<file path="config.mk">
export PLATFORM = sky130hd
export DESIGN_NAME = ean_upc_barcode_module_encoder
export DESIGN_NICKNAME = d
export VERILOG_FILES = /design/src/eupc_pkg.sv /design/src/eupc_step.sv /design/src/eupc_res_buf.sv /design/src/ean_upc_barcode_module_encoder.sv
export SDC_FILE = /design/constraint.sdc
export NUM_CORES = 1
export LEC_CHECK = 0
export BUFFER_PORTS_ARGS = -buffer_cell sky130_fd_sc_hd__buf_2
export CORE_AREA = 2 2 93 131
export CTS_BUF_LIST = sky130_fd_sc_hd__clkbuf_8
export DETAILED_ROUTE_END_ITERATION = 16
export DIE_AREA = 0 0 95 133
export SETUP_SLACK_MARGIN = 0.4
export SKIP_CTS_REPAIR_TIMING = 1
export SYNTH_ARGS = -nofsm -noshare
export SYNTH_HDL_FRONTEND = slang
export SYNTH_SLANG_ARGS = --single-unit
export TNS_END_PERCENT = 30
</file>
<file path="constraint.sdc">
create_clock -name aclk -period 8.05 [get_ports aclk]
set_input_delay 1.2075 -clock aclk [delete_from_list [all_inputs] [get_ports aclk]]
set_output_delay 1.2075 -clock aclk [all_outputs]
set_load 0.01 [all_outputs]
</file>
<file path="src/eupc_pkg.sv">
package eupc_pkg;

    localparam logic [1:0] SYM_EAN8  = 2'd0;
    localparam logic [1:0] SYM_EAN13 = 2'd1;
    localparam logic [1:0] SYM_UPCA  = 2'd2;

    localparam logic [6:0] GUARD_SIDE   = 7'h50;
    localparam logic [6:0] GUARD_MIDDLE = 7'h28;

    localparam logic [2:0] CNT_NONE   = 3'd0;
    localparam logic [2:0] CNT_GUARD  = 3'd3;
    localparam logic [2:0] CNT_MIDDLE = 3'd5;
    localparam logic [2:0] CNT_DIGIT  = 3'd7;

    localparam logic [1:0] ST_OK     = 2'd0;
    localparam logic [1:0] ST_DIGIT  = 2'd1;
    localparam logic [1:0] ST_LENGTH = 2'd2;

    typedef enum logic [1:0] {
        KIND_L = 2'd0,
        KIND_G = 2'd1,
        KIND_R = 2'd2
    } kind_t;

    typedef struct packed {
        logic [6:0] modules;
        logic [2:0] module_count;
        logic       end_of_symbol;
        logic [1:0] status;
    } result_t;

    // up to three results caused by one digit, first one in res[0]
    typedef struct packed {
        logic [1:0]        count;
        result_t [2:0]     res;
    } grp_t;

    typedef struct packed {
        logic [3:0] digit_position;
        logic [3:0] weighted_sum_mod_ten;
        logic [5:0] parity_pattern;
        logic       discarding;
    } state_t;

    function automatic logic [6:0] l_code(input logic [3:0] d);
        logic [6:0] c;
        unique case (d)
            4'd0:    c = 7'h0D;
            4'd1:    c = 7'h19;
            4'd2:    c = 7'h13;
            4'd3:    c = 7'h3D;
            4'd4:    c = 7'h23;
            4'd5:    c = 7'h31;
            4'd6:    c = 7'h2F;
            4'd7:    c = 7'h3B;
            4'd8:    c = 7'h37;
            4'd9:    c = 7'h0B;
            default: c = 7'h00;
        endcase
        return c;
    endfunction

    // L/G parity of digits 2..7 selected by the leading ean-13 digit, G = 1
    function automatic logic [5:0] first_parity(input logic [3:0] d);
        logic [5:0] c;
        unique case (d)
            4'd0:    c = 6'h00;
            4'd1:    c = 6'h0B;
            4'd2:    c = 6'h0D;
            4'd3:    c = 6'h0E;
            4'd4:    c = 6'h13;
            4'd5:    c = 6'h19;
            4'd6:    c = 6'h1C;
            4'd7:    c = 6'h15;
            4'd8:    c = 6'h16;
            4'd9:    c = 6'h1A;
            default: c = 6'h00;
        endcase
        return c;
    endfunction

    function automatic logic [6:0] digit_modules(input logic [3:0] d, input kind_t kind);
        logic [6:0] l;
        logic [6:0] r;
        logic [6:0] g;
        logic [6:0] m;
        l = l_code(d);
        r = ~l;
        for (int i = 0; i < 7; i++) begin
            g[i] = r[6 - i];
        end
        unique case (kind)
            KIND_L:  m = l;
            KIND_G:  m = g;
            KIND_R:  m = r;
            default: m = r;
        endcase
        return m;
    endfunction

    // values stay below 64
    function automatic logic [3:0] mod10(input logic [5:0] v);
        logic [5:0] m;
        priority if (v >= 6'd60) m = v - 6'd60;
        else if (v >= 6'd50)     m = v - 6'd50;
        else if (v >= 6'd40)     m = v - 6'd40;
        else if (v >= 6'd30)     m = v - 6'd30;
        else if (v >= 6'd20)     m = v - 6'd20;
        else if (v >= 6'd10)     m = v - 6'd10;
        else                     m = v;
        return m[3:0];
    endfunction

endpackage

</file>
<file path="src/eupc_step.sv">
module eupc_step (
    input  logic [1:0]      symbology,
    input  eupc_pkg::state_t state,
    input  logic [3:0]      digit,
    input  logic            last_digit,
    output eupc_pkg::grp_t  grp,
    output eupc_pkg::state_t state_next
);

    always_comb begin
        logic                  ean8;
        logic                  lead;
        logic                  first;
        logic                  len_err;
        logic                  w3;
        logic                  drawn;
        logic                  mid;
        logic                  chk;
        logic [3:0]            total;
        logic [3:0]            checkpos;
        logic [3:0]            p;
        logic [4:0]            p_inc;
        logic [3:0]            wsum_base;
        logic [5:0]            parity_base;
        logic [5:0]            wsum_acc;
        logic [3:0]            wsum_new;
        logic [5:0]            parity_new;
        logic [3:0]            chk_digit;
        logic [5:0]            par_shift;
        eupc_pkg::kind_t       kind;
        eupc_pkg::result_t     cand [5];
        logic [4:0]            cand_en;
        logic [1:0]            n;

        ean8     = (symbology == eupc_pkg::SYM_EAN8);
        lead     = !ean8 && symbology[1];
        total    = ean8 ? 4'd8 : 4'd13;
        checkpos = total - 4'd1;
        first    = (state.digit_position == 4'd0);
        p        = (first && lead) ? 4'd1 : state.digit_position;
        p_inc    = {1'b0, p} + 5'd1;
        len_err  = (p >= total) || (last_digit && (p_inc < {1'b0, checkpos}));

        // upc-a implies the leading zero, which contributes nothing
        wsum_base   = (first && lead) ? 4'd0 : state.weighted_sum_mod_ten;
        parity_base = (first && lead) ? 6'd0 : state.parity_pattern;

        // weight 3 on digits an odd distance before the check position
        w3       = checkpos[0] ^ p[0];
        wsum_acc = {2'b00, wsum_base} + {2'b00, digit}
                 + (w3 ? {1'b0, digit, 1'b0} : 6'd0);
        wsum_new = eupc_pkg::mod10(wsum_acc);

        parity_new = (!ean8 && (p == 4'd0)) ? eupc_pkg::first_parity(digit) : parity_base;

        par_shift = parity_base >> (3'd6 - p[2:0]);
        if (ean8) begin
            kind = (p < 4'd4) ? eupc_pkg::KIND_L : eupc_pkg::KIND_R;
        end else if (p <= 4'd6) begin
            kind = par_shift[0] ? eupc_pkg::KIND_G : eupc_pkg::KIND_L;
        end else begin
            kind = eupc_pkg::KIND_R;
        end

        drawn     = ean8 || (p != 4'd0);
        mid       = ean8 ? (p == 4'd3) : (p == 4'd6);
        chk       = last_digit && (p_inc == {1'b0, checkpos});
        chk_digit = (wsum_new == 4'd0) ? 4'd0 : 4'd10 - wsum_new;

        cand[0] = '{eupc_pkg::GUARD_SIDE, eupc_pkg::CNT_GUARD, 1'b0, eupc_pkg::ST_OK};
        cand[1] = '{eupc_pkg::digit_modules(digit, kind), eupc_pkg::CNT_DIGIT, 1'b0,
                    eupc_pkg::ST_OK};
        cand[2] = '{eupc_pkg::GUARD_MIDDLE, eupc_pkg::CNT_MIDDLE, 1'b0, eupc_pkg::ST_OK};
        cand[3] = '{eupc_pkg::digit_modules(chk_digit, eupc_pkg::KIND_R),
                    eupc_pkg::CNT_DIGIT, 1'b0, eupc_pkg::ST_OK};
        cand[4] = '{eupc_pkg::GUARD_SIDE, eupc_pkg::CNT_GUARD, 1'b1, eupc_pkg::ST_OK};
        cand_en = {last_digit, chk, mid, drawn, first};

        grp        = '0;
        state_next = state;
        n          = 2'd0;

        if (state.discarding) begin
            state_next.discarding = !last_digit;
        end else if (len_err || (digit > 4'd9)) begin
            grp.count  = 2'd1;
            grp.res[0] = '{7'd0, eupc_pkg::CNT_NONE, 1'b1,
                           len_err ? eupc_pkg::ST_LENGTH : eupc_pkg::ST_DIGIT};
            state_next            = '0;
            state_next.discarding = !last_digit;
        end else begin
            // pack the enabled groups in symbol order, never more than three
            for (int i = 0; i < 5; i++) begin
                if (cand_en[i] && (n != 2'd3)) begin
                    grp.res[n] = cand[i];
                    n          = n + 2'd1;
                end
            end
            grp.count                       = n;
            state_next.digit_position       = p_inc[3:0];
            state_next.weighted_sum_mod_ten = wsum_new;
            state_next.parity_pattern       = parity_new;
            if (last_digit) begin
                state_next = '0;
            end
        end
    end

endmodule

</file>
<file path="src/eupc_res_buf.sv">
module eupc_res_buf (
    input  logic              aclk,
    input  logic              aresetn,
    input  logic              load,
    input  eupc_pkg::grp_t    grp,
    output logic              free,
    output logic              m_valid,
    input  logic              m_ready,
    output eupc_pkg::result_t m_res
);

    eupc_pkg::result_t [2:0] buf_reg;
    eupc_pkg::result_t [2:0] buf_next;
    logic [1:0]              cnt_reg;
    logic [1:0]              cnt_next;
    logic                    take;

    assign m_valid = (cnt_reg != 2'd0);
    assign take    = m_valid && m_ready;
    assign free    = (cnt_reg == 2'd0) || ((cnt_reg == 2'd1) && m_ready);
    assign m_res   = buf_reg[0];

    always_comb begin
        buf_next = buf_reg;
        cnt_next = cnt_reg;
        if (load) begin
            buf_next = grp.res;
            cnt_next = grp.count;
        end else if (take) begin
            // head leaves, the rest moves up
            buf_next[0] = buf_reg[1];
            buf_next[1] = buf_reg[2];
            cnt_next    = cnt_reg - 2'd1;
        end
    end

    always_ff @(posedge aclk) begin
        buf_reg <= buf_next;
        if (!aresetn) begin
            cnt_reg <= 2'd0;
        end else begin
            cnt_reg <= cnt_next;
        end
    end

endmodule

</file>
<file path="src/ean_upc_barcode_module_encoder.sv">
// EAN-8 / EAN-13 / UPC-A module encoder. Digits come in one request at a
// time; each digit leaves zero to three module groups on the m_ side (start
// guard, 7-module L/G/R digit, middle guard, computed check digit, end
// guard), one group per request, first module in bit 6 of m_modules. An
// accepted digit is held in an input register until the result buffer
// is free, is encoded in a single pass and moves as a group of up to
// three results into a shift buffer, whose head is the m_ side result.
// The output side moves one result per cycle while m_ready is high. A
// digit leaves one result in most positions and up to three at the end
// of a symbol, and a digit that is discarded after an error leaves none.
// Symbology must be written through cfg_wen/cfg_wdata only while the
// block is idle; the block itself does not enforce this.
module ean_upc_barcode_module_encoder (
    input  logic       aclk,
    input  logic       aresetn,

    // configuration: symbology register
    input  logic       cfg_wen,
    input  logic [1:0] cfg_wdata,

    // digit requests
    input  logic       s_valid,
    output logic       s_ready,
    input  logic [3:0] s_digit,
    input  logic       s_last_digit,

    // module group requests
    output logic       m_valid,
    input  logic       m_ready,
    output logic [6:0] m_modules,
    output logic [2:0] m_module_count,
    output logic       m_end_of_symbol,
    output logic [1:0] m_status
);

    // symbology, resets to ean-13
    logic [1:0]        symbology_reg;

    // input register
    logic              in_valid_reg;
    logic              in_valid_next;
    logic [3:0]        in_digit_reg;
    logic              in_last_reg;

    // symbol state carried from digit to digit
    eupc_pkg::state_t  state_reg;
    eupc_pkg::state_t  state_next;

    eupc_pkg::grp_t    grp;
    eupc_pkg::result_t m_res;
    logic              buf_free;
    logic              load;
    logic              s_take;

    // the held digit moves on when the result buffer can take its group
    assign load    = in_valid_reg && buf_free;
    assign s_ready = !in_valid_reg || load;
    assign s_take  = s_valid && s_ready;

    always_comb begin
        in_valid_next = in_valid_reg;
        if (s_take) begin
            in_valid_next = 1'b1;
        end else if (load) begin
            in_valid_next = 1'b0;
        end
    end

    always_ff @(posedge aclk) begin
        if (s_take) begin
            in_digit_reg <= s_digit;
            in_last_reg  <= s_last_digit;
        end
        if (!aresetn) begin
            symbology_reg <= eupc_pkg::SYM_EAN13;
            in_valid_reg  <= 1'b0;
            state_reg     <= '0;
        end else begin
            if (cfg_wen) begin
                symbology_reg <= cfg_wdata;
            end
            in_valid_reg <= in_valid_next;
            // state advances only when a digit is encoded
            if (load) begin
                state_reg <= state_next;
            end
        end
    end

    // single-pass digit encoder
    eupc_step u_step (
        .symbology  (symbology_reg),
        .state      (state_reg),
        .digit      (in_digit_reg),
        .last_digit (in_last_reg),
        .grp        (grp),
        .state_next (state_next)
    );

    // result buffer, drains one group per cycle while m_ready is high
    eupc_res_buf u_res_buf (
        .aclk    (aclk),
        .aresetn (aresetn),
        .load    (load),
        .grp     (grp),
        .free    (buf_free),
        .m_valid (m_valid),
        .m_ready (m_ready),
        .m_res   (m_res)
    );

    assign m_modules       = m_res.modules;
    assign m_module_count  = m_res.module_count;
    assign m_end_of_symbol = m_res.end_of_symbol;
    assign m_status        = m_res.status;

    // error results are empty and close the symbol
    assert property (@(posedge aclk) disable iff (!aresetn)
        (m_valid && (m_status != eupc_pkg::ST_OK)) |->
            (m_end_of_symbol && (m_module_count == eupc_pkg::CNT_NONE)
             && (m_modules == 7'd0)))
        else $error("error result with modules or open symbol");

    // a closing ok result is always the end guard
    assert property (@(posedge aclk) disable iff (!aresetn)
        (m_valid && m_end_of_symbol && (m_status == eupc_pkg::ST_OK)) |->
            ((m_module_count == eupc_pkg::CNT_GUARD)
             && (m_modules == eupc_pkg::GUARD_SIDE)))
        else $error("symbol closed without end guard");

    // a stalled input side means a digit is held
    assert property (@(posedge aclk) disable iff (!aresetn)
        !s_ready |-> (in_valid_reg && !buf_free))
        else $error("input stalled with nothing held");

    // a held digit that cannot move stays held
    assert property (@(posedge aclk) disable iff (!aresetn)
        (in_valid_reg && !buf_free) |=> in_valid_reg)
        else $error("held digit lost");

endmodule
</file>
Yosys cells after proc, flatten, opt, wreduce, memory -nomap -nowiden
Memory sizes are Yosys's and may differ from the RTL's. A register that Yosys moved wholly into a read port is not among the register bits.
Index checks and enable logic that the tools add are counted.

storage, ports and cells
  flip-flop bits (word level) = 64
  ROM bits = 272
  output and inout bits = 15
  logic and storage cells = 188
  memories = 3

memory list
  memory            words  bits a word  rd ports  clocked after memory_dff  write ports  RTL line        source
  (name not given)  16     6            1         1                         0            eupc_pkg.sv:47  unique case (d)
  (name not given)  16     6            1         0                         0            eupc_pkg.sv:47
  (name not given)  16     5            1         1                         0            eupc_pkg.sv:66  unique case (d)

cells by class
  add/subtract/negate cells = 17
  order comparisons = 19
  equality and inequality tests = 9
  shift-type cells = 1
  multiplexer cells = 71
  bitwise operators = 10
  reductions and logical operators = 37

operators with widths
  operator                                                            count
  2-to-1 mux 39 bit                                                   10
  demux 13 bit (select 2 bit)                                         4
  2-to-1 mux 13 bit                                                   8
  bitwise mux 39 bit                                                  2
  2-to-1 mux 26 bit                                                   3
  2-to-1 mux 4 bit                                                    11
  2-to-1 mux 41 bit                                                   1
  2-to-1 mux 2 bit                                                    19
  2-to-1 mux 15 bit                                                   2
  bitwise AND 27 bit                                                  1
  inverter 27 bit                                                     1
  bitwise AND 24 bit                                                  1
  inverter 24 bit                                                     1
  greater-or-equal comparator 6 bit (second input constant)           3
  logical AND 1 bit                                                   17
  subtractor 4 bit (second input constant)                            4
  OR 15 bit                                                           1
  inverter 7 bit                                                      2
  one-hot mux 7 bit (2 select lines)                                  1
  greater-or-equal comparator 6 x 5 -> 1 bit (second input constant)  2
  zero test 4 bit                                                     3
  less-than comparator 2 x 3 -> 1 bit (second input constant)         4
  2-to-1 mux 6 bit                                                    2
  OR 12 bit                                                           1
  other kinds (35)                                                    60

Depth between registers and ports, before layout
  depth after elaboration = 37
  mapped depth = 29

Modules after synthesis
Synthesis repeated with hierarchy kept, for this count alone.

unflattened totals
  cells, all modules = 611
  area total of the unflattened synthesis = 5442.7 um2

by module, submodules not included
  module                          instances  cells an instance  area an instance (um2)  sequential area each (um2)
  eupc_step                       1          424                2773.9                  0.0
  eupc_res_buf                    1          100                1769.2                  1211.2
  ean_upc_barcode_module_encoder  1          87                 899.6                   510.5

Least setup slack after synthesis
Ideal clock, no wire load.

  kind = reg2reg
  from = register state_reg[14] in the netlist's numbering
  to = register u_res_buf.buf_reg[20] in the netlist's numbering, data pin
  setup time = 0.274 ns
  data arrival time = 5.763 ns
  data required time = 7.776 ns
  slack = 2.013 ns
  stages on the path, launching flop included = 28
  clock period less this slack = 6.037 ns
  cell sequence = dfxtp_1 -> clkbuf_1 -> nor4_2 -> nand2_1 -> nand2b_1 -> inv_1 -> ha_1 -> nand2_1 -> fa_1 -> inv_1 -> ha_1 -> fa_1 -> xnor2_2 -> inv_2 -> buf_6 -> ha_1 -> and2_1 -> a211o_1 -> nand4_2 -> a21boi_1 -> o32ai_2 -> or2_1 -> buf_6 -> nor4_2 -> or2_4 -> buf_6 -> mux2i_1 -> o221ai_1

RTL lines
  element                   RTL line                              source
  start: declaration        ean_upc_barcode_module_encoder.sv:46  eupc_pkg::state_t state_reg;
  start signal: assignment  ean_upc_barcode_module_encoder.sv:85  state_reg <= state_next;
  end signal: assignment    eupc_res_buf.sv:38                    buf_reg <= buf_next;
  end: declaration          eupc_res_buf.sv:12                    eupc_pkg::result_t [2:0] buf_reg;

==> impl_metrics.yaml <==
outcome:
  status: "finished, final reports clean"
setup_path:
  cp-end-kind: "flop"
  cp_data_required_time_ns: 8.14
  worstPathCellList: "nor4_4 > nand2_1 > nand2b_1 > inv_1 > ha_1 > nand2_1 > fa_1 > inv_1 > ha_1 > fa_1 > xnor2_2 > inv_2 > ha_1 > and2_1 > a211o_1 > nand4_2 > o22ai_1 > o22a_1 > o31ai_1 > o21ai_0 > ha_1 > inv_1 > o311ai_1 > o21ai_1"
  path_buf_inv: 4
  worstSetupStartpointType: "flop"
  cp_max_fo: 15
  crit_top_cell: "ha_1"
  critical-path-max-stage-delay_ns: 0.51
  path_class: "reg -> reg"
  critPathTopFamily: "adder cells"
  reg2reg_depth: 24
  critPathSlowestCell: "nor4_4"
  critical_path_depth: 24
  critPathArrivalTime_ns: 6.92
floorplan:
  core_area_mm2: 0.01158
  die_x_um: 95
  die_h_um: 133
  io_pins: 27
  initial_core_util_pct: 43.94
  die-area_mm2: 0.01264
  rows: 47
grt:
  gr-usage-all-layers_pct: 19.89
  grt_max_degree: 29
  grt-ovfl-total: 0
  grt_pass1_vias: 4056
  grt_pass1_wl_um: 19750
  antenna_found_initial: 0
drt:
  remaining_drc_errors: 0
  route.vias.total: 4085
  firstDrtPassIters: 5
  routed_via_density: 5.682
  wire_per_inst_um: 16.77
  wirelength_um: 12060
  ant_nets: 0
  drt-initial-drc-count: 240
logic_synthesis:
  synth_cell_type_count: 76
  syn_nets: 625
  seq_area_frac_synth_pct: 35.20
  ys_seq_elements: 70
  synth_edf_count: 39
  ys.flop_type: "edfxtp_1"
  syn_area_mm2: 0.005090
  synthCells: 564
  synth_warnings: 0
  avgSynthCellArea_um2: 9.025
  async_flop_share_pct: 0
place:
  dp_hpwl_um: 9622
  gp_congestion: 0.9379
  dpl-instance-area_mm2: 0.005211
  port_buffers: 26
timing:
  skew_ns: 0.01042
  rsz0062_at_grt: "false"
  period_share_pct: 84.92
  fmax_mhz: 146.3
  drv_slew: 0
  max_slew.worst_pin.slew_ns: 0.9489
  setup_violations: 0
  fin_crit_ns: 6.836
  tns_ns: 0
  slew_headroom_pct: 36.16
  hold_viol: 0
flow_run:
  cap_violations: 0
clock_network:
  clk_latency_ns: 0.35
  cts_max_level: 3
  tritoncts: "yes"
  numCtsBuffers: 9
  cts_num_sinks: 70
  clockBufferDepth: 2
  cts_root_buffer: "clkbuf_8"
  clk_pin_slew_ns: 0.07
pwr:
  total_power_mw: 1.406
  ir_drop_mv: 0.1055
  leakagePower_nw: 2.266
  p_per_area_mw_per_mm2: 257.8
cells_and_area:
  nNetsFinal: 628
  layout-drive-gt1-share_pct: 12.24
  fillers: 1104
  area_growth_pct: 7.104
  diodes: 0
  final_cell_area_mm2: 0.005451
min_path:
  hold_path_depth: 2
  hp-class: "reg -> reg"
-- worst paths after layout --
path	start	end	slack (ns)
setup / recovery	state_reg[11]	u_res_buf.buf_reg[21]	1.21
hold / removal	symbology_reg[0]	symbology_reg[0]	0.48
setup reg to reg	state_reg[11]	u_res_buf.buf_reg[21]	1.21
hold reg to reg	symbology_reg[0]	symbology_reg[0]	0.48
-- cell usage after synthesis (all sizes together), types with 7 or more instances --
| cell type | instances | share of area [%] |
|---|---|---|
| and2 | 15 | 1.9 |
| nand3 | 7 | 0.69 |
| ha | 44 | 11 |
| nand2 | 63 | 4.6 |
| a22oi | 19 | 2.9 |
| nand2b | 9 | 1.1 |
| inv | 31 | 2.3 |
| or2 | 8 | 1.0 |
| o21ai | 43 | 4.4 |
| a21boi | 8 | 1.2 |
| a21oi | 37 | 3.7 |
| nor3 | 8 | 0.88 |
| nor2b | 21 | 2.6 |
| dfxtp | 31 | 12 |
| clkbuf | 18 | 1.3 |
| mux2i | 9 | 1.8 |
| nor2 | 30 | 2.2 |
| edfxtp | 39 | 23 |
| buf | 17 | 2.6 |
-- stage by stage --
stage          utilization (%)  setup slack (ns)  cells  hold WS [ns]
3_5_place_dp             44.98             1.070    703        0.4641
6_report                 47.06             1.214    719        0.4795
2_1_floorplan                -             2.013    564        0.4327
3_3_place_gp             44.98             1.239    703        0.4509
4_1_cts                  46.98             1.030    719        0.4822
5_1_grt                  47.06            0.6156    719        0.5103
-- layer usage --
metal  GRT usage (%)  share of wire (%)  vias up
met4           8.535                3.2        0
met2           35.46                 53       90
met1           23.00                 41     1927
li1                -                  -     2041
met3           3.246                2.8       27
met5               0                  0        -
-- tightest hold or removal path, cell delays in order, from the launching register on --
cell,delay (ns)
dfxtp_1,0.33
mux2i_1,0.07
nand2_1,0.06
-- cells by family after synthesis --
| kind of cell | count (synthesis) | synth area share, % |
|---|---|---|
| AOI/OAI and AO/OA | 173 | 23.01 |
| and+or+nand+nor | 186 | 18.78 |
| buffers and inverters | 66 | 6.219 |
| xor gates and xnor gates | 7 | 1.352 |
| adders and majority gates | 49 | 12.78 |
| DFF | 70 | 35.20 |
| muxes | 13 | 2.655 |
-- where the power goes --
group | internal, mW | leakage, nW | switching [mW]
clock | 0.191 | 0.120 | 0.134
combinational | 0.229 | 1.52 | 0.374
sequential | 0.451 | 0.631 | 0.0259
-- layout by cell type (no fill, tap or decap), types with 6 or more instances in the layout --
master    Yosys  routed
buf_2         1      26
a211o_1       6       6
nor2_1       30      30
edfxtp_1     39      39
nor3_1        7       7
nor2b_1      21      21
and3_1        6       6
o21a_1        6       6
inv_1        30      30
a21boi_0      6       6
a21oi_1      36      36
a22oi_1      18      18
a211oi_1      6       6
nand2b_1      9       9
and2_1       14      14
nand3_1       7       7
o21ai_0      37      37
clkbuf_8      0      11
dfxtp_1      31      31
mux2i_1       9       9
nand2_1      63      63
ha_1         44      44
-- cell type report --
class | count | area (um2) | area share (%)
inverter | 31 | 116.4 | 2.135
timing repair buffer | 27 | 137.6 | 2.525
clock inverter | 5 | 80.08 | 1.469
tap | 147 | 183.9 | 3.374
multi-input combinational | 428 | 2990 | 54.85
sequential | 70 | 1792 | 32.87
clock buffer | 11 | 151.4 | 2.777
Note: power is estimated with default switching activity, not from simulation.
